## src/hdl/sfcf_div.sv

```systemverilog
// Restoring serial divider, one quotient bit per cycle.
`timescale 1ns / 1ps
module sfcf_div #(
  parameter int unsigned NumW = 40,
  parameter int unsigned DenW = 20
) (
  input  logic            clk_i,
  input  logic            rst_ni,
  input  logic            start_i,
  input  logic [NumW-1:0] num_i,
  input  logic [DenW-1:0] den_i,
  output logic            done_o,
  output logic [NumW-1:0] quot_o
);
  localparam int unsigned CntW = $clog2(NumW + 1);
  logic [NumW-1:0] quot_q, quot_d;
  logic [DenW-1:0] rem_q, rem_d;
  logic [DenW-1:0] den_q, den_d;
  logic [CntW-1:0] cnt_q, cnt_d;
  logic            busy_q, busy_d, done_q, done_d;
  logic [DenW:0]   trial;

  always_comb begin
    quot_d = quot_q;
    rem_d  = rem_q;
    den_d  = den_q;
    cnt_d  = cnt_q;
    busy_d = busy_q;
    done_d = 1'b0;
    trial  = {rem_q, quot_q[NumW-1]};
    if (start_i) begin
      quot_d = num_i;
      rem_d  = '0;
      den_d  = den_i;
      cnt_d  = CntW'(NumW);
      busy_d = 1'b1;
    end else if (busy_q) begin
      if (trial >= {1'b0, den_q}) begin
        rem_d  = DenW'(trial - {1'b0, den_q});
        quot_d = {quot_q[NumW-2:0], 1'b1};
      end else begin
        rem_d  = trial[DenW-1:0];
        quot_d = {quot_q[NumW-2:0], 1'b0};
      end
      cnt_d = cnt_q - 1'b1;
      if (cnt_q == CntW'(1)) begin
        busy_d = 1'b0;
        done_d = 1'b1;
      end
    end
  end

  always_ff @(posedge clk_i or negedge rst_ni) begin
    if (!rst_ni) begin
      busy_q <= 1'b0;
      done_q <= 1'b0;
      cnt_q  <= '0;
    end else begin
      busy_q <= busy_d;
      done_q <= done_d;
      cnt_q  <= cnt_d;
    end
  end

  always_ff @(posedge clk_i) begin
    quot_q <= quot_d;
    rem_q  <= rem_d;
    den_q  <= den_d;
  end

  assign done_o = done_q;
  assign quot_o = quot_q;
endmodule

```

## config.mk

```make
export PLATFORM = sky130hd
export DESIGN_NAME = sfcf_div
export DESIGN_NICKNAME = d
export VERILOG_FILES = /design/src/hdl/sfcf_div.sv
export SDC_FILE = /design/constraint.sdc
export NUM_CORES = 1
export LEC_CHECK = 0
export BUFFER_PORTS_ARGS = -buffer_cell sky130_fd_sc_hd__buf_4
export CELL_PAD_IN_SITES_DETAIL_PLACEMENT = 1
export CELL_PAD_IN_SITES_GLOBAL_PLACEMENT = 2
export CORE_UTILIZATION = 38
export CTS_CLUSTER_SIZE = 30
export DETAILED_ROUTE_END_ITERATION = 12
export GPL_TIMING_DRIVEN = 0
export HOLD_SLACK_MARGIN = 0.1
export PLACE_DENSITY_LB_ADDON = 0.1
export SYNTH_ARGS = -nofsm -noshare
export SYNTH_HDL_FRONTEND = slang
export SYNTH_SLANG_ARGS = --single-unit
```

## constraint.sdc

```tcl
create_clock -name clk_i -period 6.7 [get_ports clk_i]
set_input_delay 0.335 -clock clk_i [delete_from_list [all_inputs] [get_ports clk_i]]
set_output_delay 0.335 -clock clk_i [all_outputs]
set_load 0.01 [all_outputs]
```

==> results.md, run 1 <==
* Status: completed
* Grt ovf at 0
* Die area at 12500 sq um
* Synthesized Nets at 472
* Routed vias at 3386
* GPL Wtd Cong at 0.775
* Worst IR Drop VDD at 0.161 mV
* CP Capture Type: flop
* Placed Area at 5530 sq um
* Max-Cap Viols at 0
* Critical Path AT at 2720 ps
* P&R area growth vs syn at 27.0%
* Yosys reg bits at 88
* Dpl hpwl at 8370 um
* Fin crit period at 2640 ps
* Sink Count at 88
* Maximum number of pins on one net before global-route repair at 41
* Async SR Flop Fraction at 0.0909
* WL per Instance at 17.5 um
* Post_cts resized at 0
* Fin nets at 587
* Yosys top cell area share at 0.394
* Power Dens Cells at 234 nW/um^2
* Number of synthesized flops with an enable pin at 60
* CP startpoint: den_q[10]
* Slew Limit Fails at 0
* Synth cell types at 48
* First DRT Iteration DRCs at 106
* Synthesized cell area at 4580 sq um
* Reg-to-reg startpoint: den_q[10]
* Synth Area in XOR/XNOR at 0.0383
* Fin crit share at 0.394
* GRT Total Usage at 0.193
* Chip width at 112 um
* Placed cells at 632
* Setup Skew at 4.56 ps
* Root Driver: clkbuf_16
* Fillcell total at 1262
* Clock transition at path regs at 60 ps
* RSZ-0062 raised after global routing: no
* Sequential fraction of the synthesis area at 0.525
* Max Clock Freq at 379 MHz
* Core area at 11600 sq um
* Mean Syn Cell Area at 11.9 sq um
* Gate Count Post-Synth at 386
* Largest cells by area after synthesis: edfxtp_1, mux2_2, dfxtp_1
* Yosys warns at 0
* First-pass GRT wire length at 18700 um
* Vias in the first global route at 3696
* # diodes at 0
* Slowest stage cell, crit path: a311oi_1
* Non-filler instance count after layout at 649
* Post-DRT Antenna Nets at 0
* Initial Util at 0.396
* CP max stage delay at 450 ps
* Vias/cell at 5.22
* Endpoints failing setup at 0
* Design Area, Final at 5810 sq um
* Worst skew pair latency at 350 ps
* Num CTS Buffers at 9
* Startpoint type of the worst setup path: flop
* Largest family of logic cells by synthesized area: compound AO/OA/AOI/OAI gates
* Crit Path Max Fanout at 10
* Fin Setup TNS at 0 ps
* Final hold vios at 0
* Layout cells sized above 1 at 0.338
* Post-synthesis simple-gate area fraction at 0.0823
* Routed WL at 11300 um
* IO buf count at 103
* Post-synthesis mux area share at 0.113
* CTS hold repair buffers at 1
* Die span in y at 112 um
* Setup CP Type: reg2reg
* H-tree depth at 3
* Leading area contributor after synthesis: edfxtp_1
* Worst hold path type: in2reg
* LEAKAGE at 2.49 nW
* Synth Area in Compound Gates at 0.135
* Critical path required time at 6790 ps
* Site Rows at 39
* Crit-path cells: inv_1 > ha_1 > a21oi_2 > o21ai_1 > a311oi_1 > a21o_1 > o311a_4 > buf_2 > mux2i_1
* First-pass iteration count of the detailed router at 4
* Rel. slew slack at 0.440
* DRC violations left at 0
* Adder-cell share of the synthesized area at 0.0645
* HP Start: den_i[5]
* Postcts setup bufs at 0
* Clock Tree Buf Depth at 2
* I/O pin count at 104
* Initial antenna violation count at 0
* CTS tree: done
* Worst-margin pin slew at 838 ps
* Synth Flop Type: edfxtp_1
## cells in the mapped netlist, types with 8 or more instances
master / number
xor2_1: 8
o21ai_0: 11
mux2i_1: 8
nand2b_1: 8
o21ai_1: 10
nor2_1: 27
dfxtp_1: 20
ha_1: 22
nand3_1: 11
a21oi_1: 8
xnor2_1: 12
clkbuf_1: 8
nand2_1: 23
inv_1: 30
dfrtp_1: 8
mux2_2: 39
edfxtp_1: 60
## state kept, by name (all words and copies together), names as in the netlist
register and cells:
rem_q 20, den_q 20, cnt_q 6, quot_o 40
done_o 1, busy_q 1
## logic make-up after synthesis
group,after synthesis
XOR/XNOR,20
buffers and inverters,45
flip-flops,88
adder cells (fa/ha/maj),23
AO/OA/AOI/OAI,81
multiplexers,47
AND/OR/NAND/NOR,82
## critical path, delay by kind of cell (launching register included)
family / cells / cell delay [ps]
multiplexers: 1 / 110
AO/OA/AOI/OAI: 5 / 1220
flip-flops: 1 / 320
adder cells (fa/ha/maj): 1 / 380
buffers and inverters: 2 / 350
## final timing paths
path,end,slack (ps),depth (start not counted)
min reg2reg,rem_q[14],480,2
max reg2reg,quot_o[0],4060,9
min,den_q[5],160,1
max,quot_o[0],4060,9
min in group asynchronous,cnt_q[4],350,2
max in group asynchronous,cnt_q[1],6220,2
## report_power, final
group          switching (W)  internal [W]  total (W)
clock               0.000215      0.000262   0.000477
combinational       0.000106      0.000116   0.000222
sequential         0.0000267      0.000632   0.000658
total               0.000347       0.00101    0.00136
## metal layers
metal | global-route usage | wire (um)
met5 | 0 | 0
met4 | 0.0829 | 220
met3 | 0.0648 | 799
met2 | 0.319 | 5270
met1 | 0.230 | 5040
## stage by stage
| step | setup WS (ps) | hold slack, ps | power (W) | util |
|---|---|---|---|---|
| floorplan | 4460 | 39.4 | 0.000787 | - |
| finish | 4060 | 158 | 0.00136 | 0.503 |
| global placement | 3640 | 161 | 0.000885 | 0.478 |
| detailed placement | 4060 | 163 | 0.000893 | 0.478 |
| CTS | 4030 | 145 | 0.00138 | 0.503 |
| global route | 3830 | 144 | 0.00142 | 0.503 |
## cells in the final DEF, fill, tap and decap left out, drive strengths merged, types with 11 or more instances in the layout
| master | netlist | routed |
|---|---|---|
| dfxtp | 20 | 20 |
| edfxtp | 60 | 60 |
| ha | 22 | 22 |
| nor2 | 27 | 27 |
| buf | 7 | 110 |
| inv | 30 | 31 |
| nand3 | 11 | 11 |
| mux2 | 39 | 39 |
| xnor2 | 12 | 12 |
| o21ai | 21 | 21 |
| nand2 | 23 | 23 |
| clkbuf | 8 | 20 |
| a21oi | 12 | 12 |
## area by class of cell
type / count / area, sq um / share of cell area
Sequential cell: 88 / 2400 / 0.413
Multi-Input combinational cell: 253 / 1980 / 0.341
Timing Repair Buffer: 104 / 783 / 0.135
Clock buffer: 12 / 246 / 0.0424
Tap cell: 143 / 179 / 0.0308
Inverter: 30 / 113 / 0.0194
Buffer: 15 / 77.6 / 0.0133
Clock inverter: 4 / 28.8 / 0.00495
Power figures use the tool's default switching activity.
==> run 2, diff against run 1 <==
--- a/config.mk
+++ b/config.mk
@@ -5,10 +5,11 @@
 export SDC_FILE = /design/constraint.sdc
 export NUM_CORES = 1
 export LEC_CHECK = 0
+export ABC_AREA = 1
 export BUFFER_PORTS_ARGS = -buffer_cell sky130_fd_sc_hd__buf_4
 export CELL_PAD_IN_SITES_DETAIL_PLACEMENT = 1
 export CELL_PAD_IN_SITES_GLOBAL_PLACEMENT = 2
-export CORE_UTILIZATION = 38
+export CORE_UTILIZATION = 29
 export CTS_CLUSTER_SIZE = 30
 export DETAILED_ROUTE_END_ITERATION = 12
 export GPL_TIMING_DRIVEN = 0
==> constraint.sdc (replaced) <==
create_clock -name clk_i -period 2.2 [get_ports clk_i]
set_input_delay 0.11 -clock clk_i [delete_from_list [all_inputs] [get_ports clk_i]]
set_output_delay 0.11 -clock clk_i [all_outputs]
set_load 0.01 [all_outputs]
==> run 2 against run 1 <==
Effect of this change: core utilization shrank 8.2 points; setup slack lost 3900 ps; clock power grew to 3.4 times the previous value; sequential power grew to 3.4 times the previous value; fmax grew 27%; first-iteration DRC count grew 42%; count of clock-buffer cells in the layout shrank 3; non-clock buffer count grew 70; total power grew to 4.9 times the previous value; hold slack gained 24 ps; synthesized cell count grew 67%; die area grew 46%; critical path type unchanged; largest power group is now combinational cells.
==> results.md, run 2 <==
* I/O pin count at 104 (unchanged)
* Fin crit share at 0.944 (+0.550)
* Fin crit period at 2080 ps (-560 ps)
* Root Driver: clkbuf_16
* Maximum number of pins on one net before global-route repair at 50 (+22%)
* Critical path required time at 2420 ps (-4370 ps)
* Critical path's most frequent cell: nand2_1
* Worst skew pair latency at 350 ps (about the same)
* Bufs and invs on worst path at 2 (unchanged)
* Clock transition at path regs at 70 ps (about the same)
* Most common cell after layout, fill and taps aside: nand2_1
* Multi-input gate area at 2320 sq um (+17%)
* Worst-margin pin slew at 725 ps (-114 ps)
* CTS tree: done
* Site Rows at 48 (+23%)
* Crit Path Max Fanout at 10 (unchanged)
* Die span in y at 135 um (+21%)
* Dpl hpwl at 11300 um (+35%)
* Yosys warns at 0 (unchanged)
* Gate Count Post-Synth at 646 (+67%)
* Gate power share at 0.426 (+0.263)
* Async SR Flop Fraction at 0.0909 (unchanged)
* Yosys reg bits at 88 (unchanged)
* Layout cells sized above 1 at 0.215 (-0.123)
* Routed WL at 15700 um (+38%)
* FF+latch area at 2400 sq um (unchanged)
* Leading cell types in the layout, fill and taps excluded: nand2_1, buf_4, inv_1
* Status: completed
* Worst reg2reg path depth at 13 (+4)
* Design Area, Final at 7260 sq um (+25%)
* Vias/cell at 4.47 (-14%)
* Most frequent cell after synthesis: nand2_1
* Synth cell types at 36 (-25%)
* Endpoints failing setup at 0 (unchanged)
* First-pass GRT wire length at 25200 um (+35%)
* P&R area growth vs syn at 41.9%
* Crit path max-delay family: simple AND/OR/NAND/NOR gates
* Worst hold slack at 182 ps (+23.6 ps)
* Setup CP Type: reg2reg
* Sequential fraction of the synthesis area at 0.470 (-0.0551)
* Power Dens Cells at 922 nW/um^2 (+290%)
* Yosys top cell area share at 0.352 (-0.0413)
* Internal Power at 0.00415 W (+310%)
* DRC violations left at 0 (unchanged)
* Critical Path AT at 2300 ps (-420 ps)
* Max Clock Freq at 481 MHz (+27%)
* CP Capture Type: flop
* GPL Wtd Cong at 0.796 (+2.7%)
* Slew Limit Fails at 0 (unchanged)
* Synthesized cell area at 5110 sq um (+12%)
* Post-DRT Antenna Nets at 0 (unchanged)
* Die area at 18200 sq um (+46%)
* Fin nets at 913 (+56%)
* First-pass iteration count of the detailed router at 4 (unchanged)
* Reg2reg end: rem_q[3]
* Routed vias at 4721 (+39%)
* Worst hold path type: in2reg
* Setup Skew at 7.25 ps (+2.68 ps)
* Chip width at 135 um (+21%)
* Num CTS Buffers at 9 (unchanged)
* Clock share of power at 0.244 (-0.108)
* CP startpoint: den_q[2]
* Rel. slew slack at 0.517 (+0.0767)
* LEAKAGE at 3.58 nW (+43%)
* Sink Count at 88 (unchanged)
* Crit-path cells: inv_1 > ha_1 > nand2_1 > nand2_1 > nand2_1 > nand3_2 > nand2_2 > nand2_2 > nand2_4 > buf_6 > nand3_1 > nand3_1 > o21ai_1
* Clock Tree Buf Depth at 2 (unchanged)
* Worst reg2reg setup slack at 120 ps (-3940 ps)
* Startpoint type of the worst setup path: flop
* WL per Instance at 14.8 um (-15%)
* CP max stage delay at 370 ps (-80 ps)
* Placed Area at 6170 sq um (+12%)
* H-tree depth at 3 (unchanged)
* Vias in the first global route at 5111 (+38%)
* Switching share of total power at 0.380 (+0.124)
* Fillcell total at 2066 (+64%)
* Synthesized Nets at 732 (+55%)
* Worst Hold Path Cells at 1 (unchanged)
* Max-Cap Viols at 0 (unchanged)
* Grt ovf at 0 (unchanged)
* Core area at 17200 sq um (+49%)
* RSZ-0062 raised after global routing: yes
* Synth Flop Type: edfxtp_1
* Reg-to-reg startpoint: den_q[2]
* P_sw at 0.00254 W (+630%)
* Worst Hold End: den_q[12]
* # diodes at 0 (unchanged)
* HP Start: start_i
* First DRT Iteration DRCs at 150 (+42%)
* Initial antenna violation count at 0 (unchanged)
* IO buf count at 103 (unchanged)
* Number of synthesized flops with an enable pin at 60 (unchanged)
* Initial Util at 0.297 (-0.0990)
* Worst IR Drop VDD at 0.392 mV (+140%)
* Flop pwr share at 0.330 (-0.155)
* Largest cells by area after synthesis: edfxtp_1, nand2_1, dfxtp_1
* Leading area contributor after synthesis: edfxtp_1
* Post-synth top cells: nand2_1, inv_1, edfxtp_1
* Final hold vios at 0 (unchanged)
* Largest register FFs at 40 (unchanged)
* Mean Syn Cell Area at 7.91 sq um (-33%)
* Slowest stage cell, crit path: ha_1
* GRT Total Usage at 0.181 (-0.0122)
-- run 2: kinds of logic (layout without fill, tap and decap cells) --
group	after synthesis	after routing	synth area share
AO/OA/AOI/OAI	36	36	0.0377
XOR/XNOR	9	9	0.0154
adder cells (fa/ha/maj)	23	23	0.0578
buffers and inverters	115	301	0.0952
flip-flops	88	88	0.470
AND/OR/NAND/NOR	375	375	0.324
-- run 2: worst max-delay path by stage --
stage                       endpoint  slack [ps]  depth (start not counted)
after floorplan            rem_q[16]         320                         13
after global placement    quot_o[11]        -620                          5
after detailed placement   quot_o[8]        -650                          5
after CTS                   rem_q[3]          20                         14
after global routing        rem_q[0]         -20                         13
final                       rem_q[3]         120                         13
-- run 2: layout make-up --
cell class                 count  share of cell area
sequential                    88               0.331
multi-input combinational    443               0.320
timing repair buffer         170               0.200
inverter                      96              0.0497
tap                          225              0.0388
clock buffer                   9              0.0310
buffer                        19              0.0185
clock inverter                 7              0.0110
-- run 2: metal layers --
layer	up-vias	GRT usage	wire, um
met5	-	0	0
li1	2396	-	-
met2	83	0.330	8010
met4	0	0.0655	239
met3	12	0.0424	741
met1	2230	0.205	6690
-- run 2: through the flow --
stage	total power [W]	util	std cells	setup slack (ps)	TNS, ps
final	0.00669	0.421	1057	123	0
after global routing	0.00719	0.421	1057	-19.1	-69.0
after CTS	0.00669	0.412	1053	18.1	0
after detailed placement	0.00491	0.358	974	-653	-30660
after global placement	0.00487	0.358	974	-617	-28770
after floorplan	0.00410	-	646	322	0
-- run 2: what timing repair did --
action,CTS,global route
setup endpoints to repair,50,21
setup buffers,0,3
hold endpoints to repair,68,0
gates cloned,0,1
resized for setup,2,19
hold buffers,63,0
pin swaps,0,2
-- run 2: power groups by stage --
stage	Clock, W	Sequential [W]	Combinational [W]
floorplan	0	0.00222	0.00188
global placement	0	0.00221	0.00266
detailed placement	0	0.00222	0.00269
CTS	0.00170	0.00219	0.00280
global route	0.00173	0.00224	0.00322
finish	0.00163	0.00221	0.00285
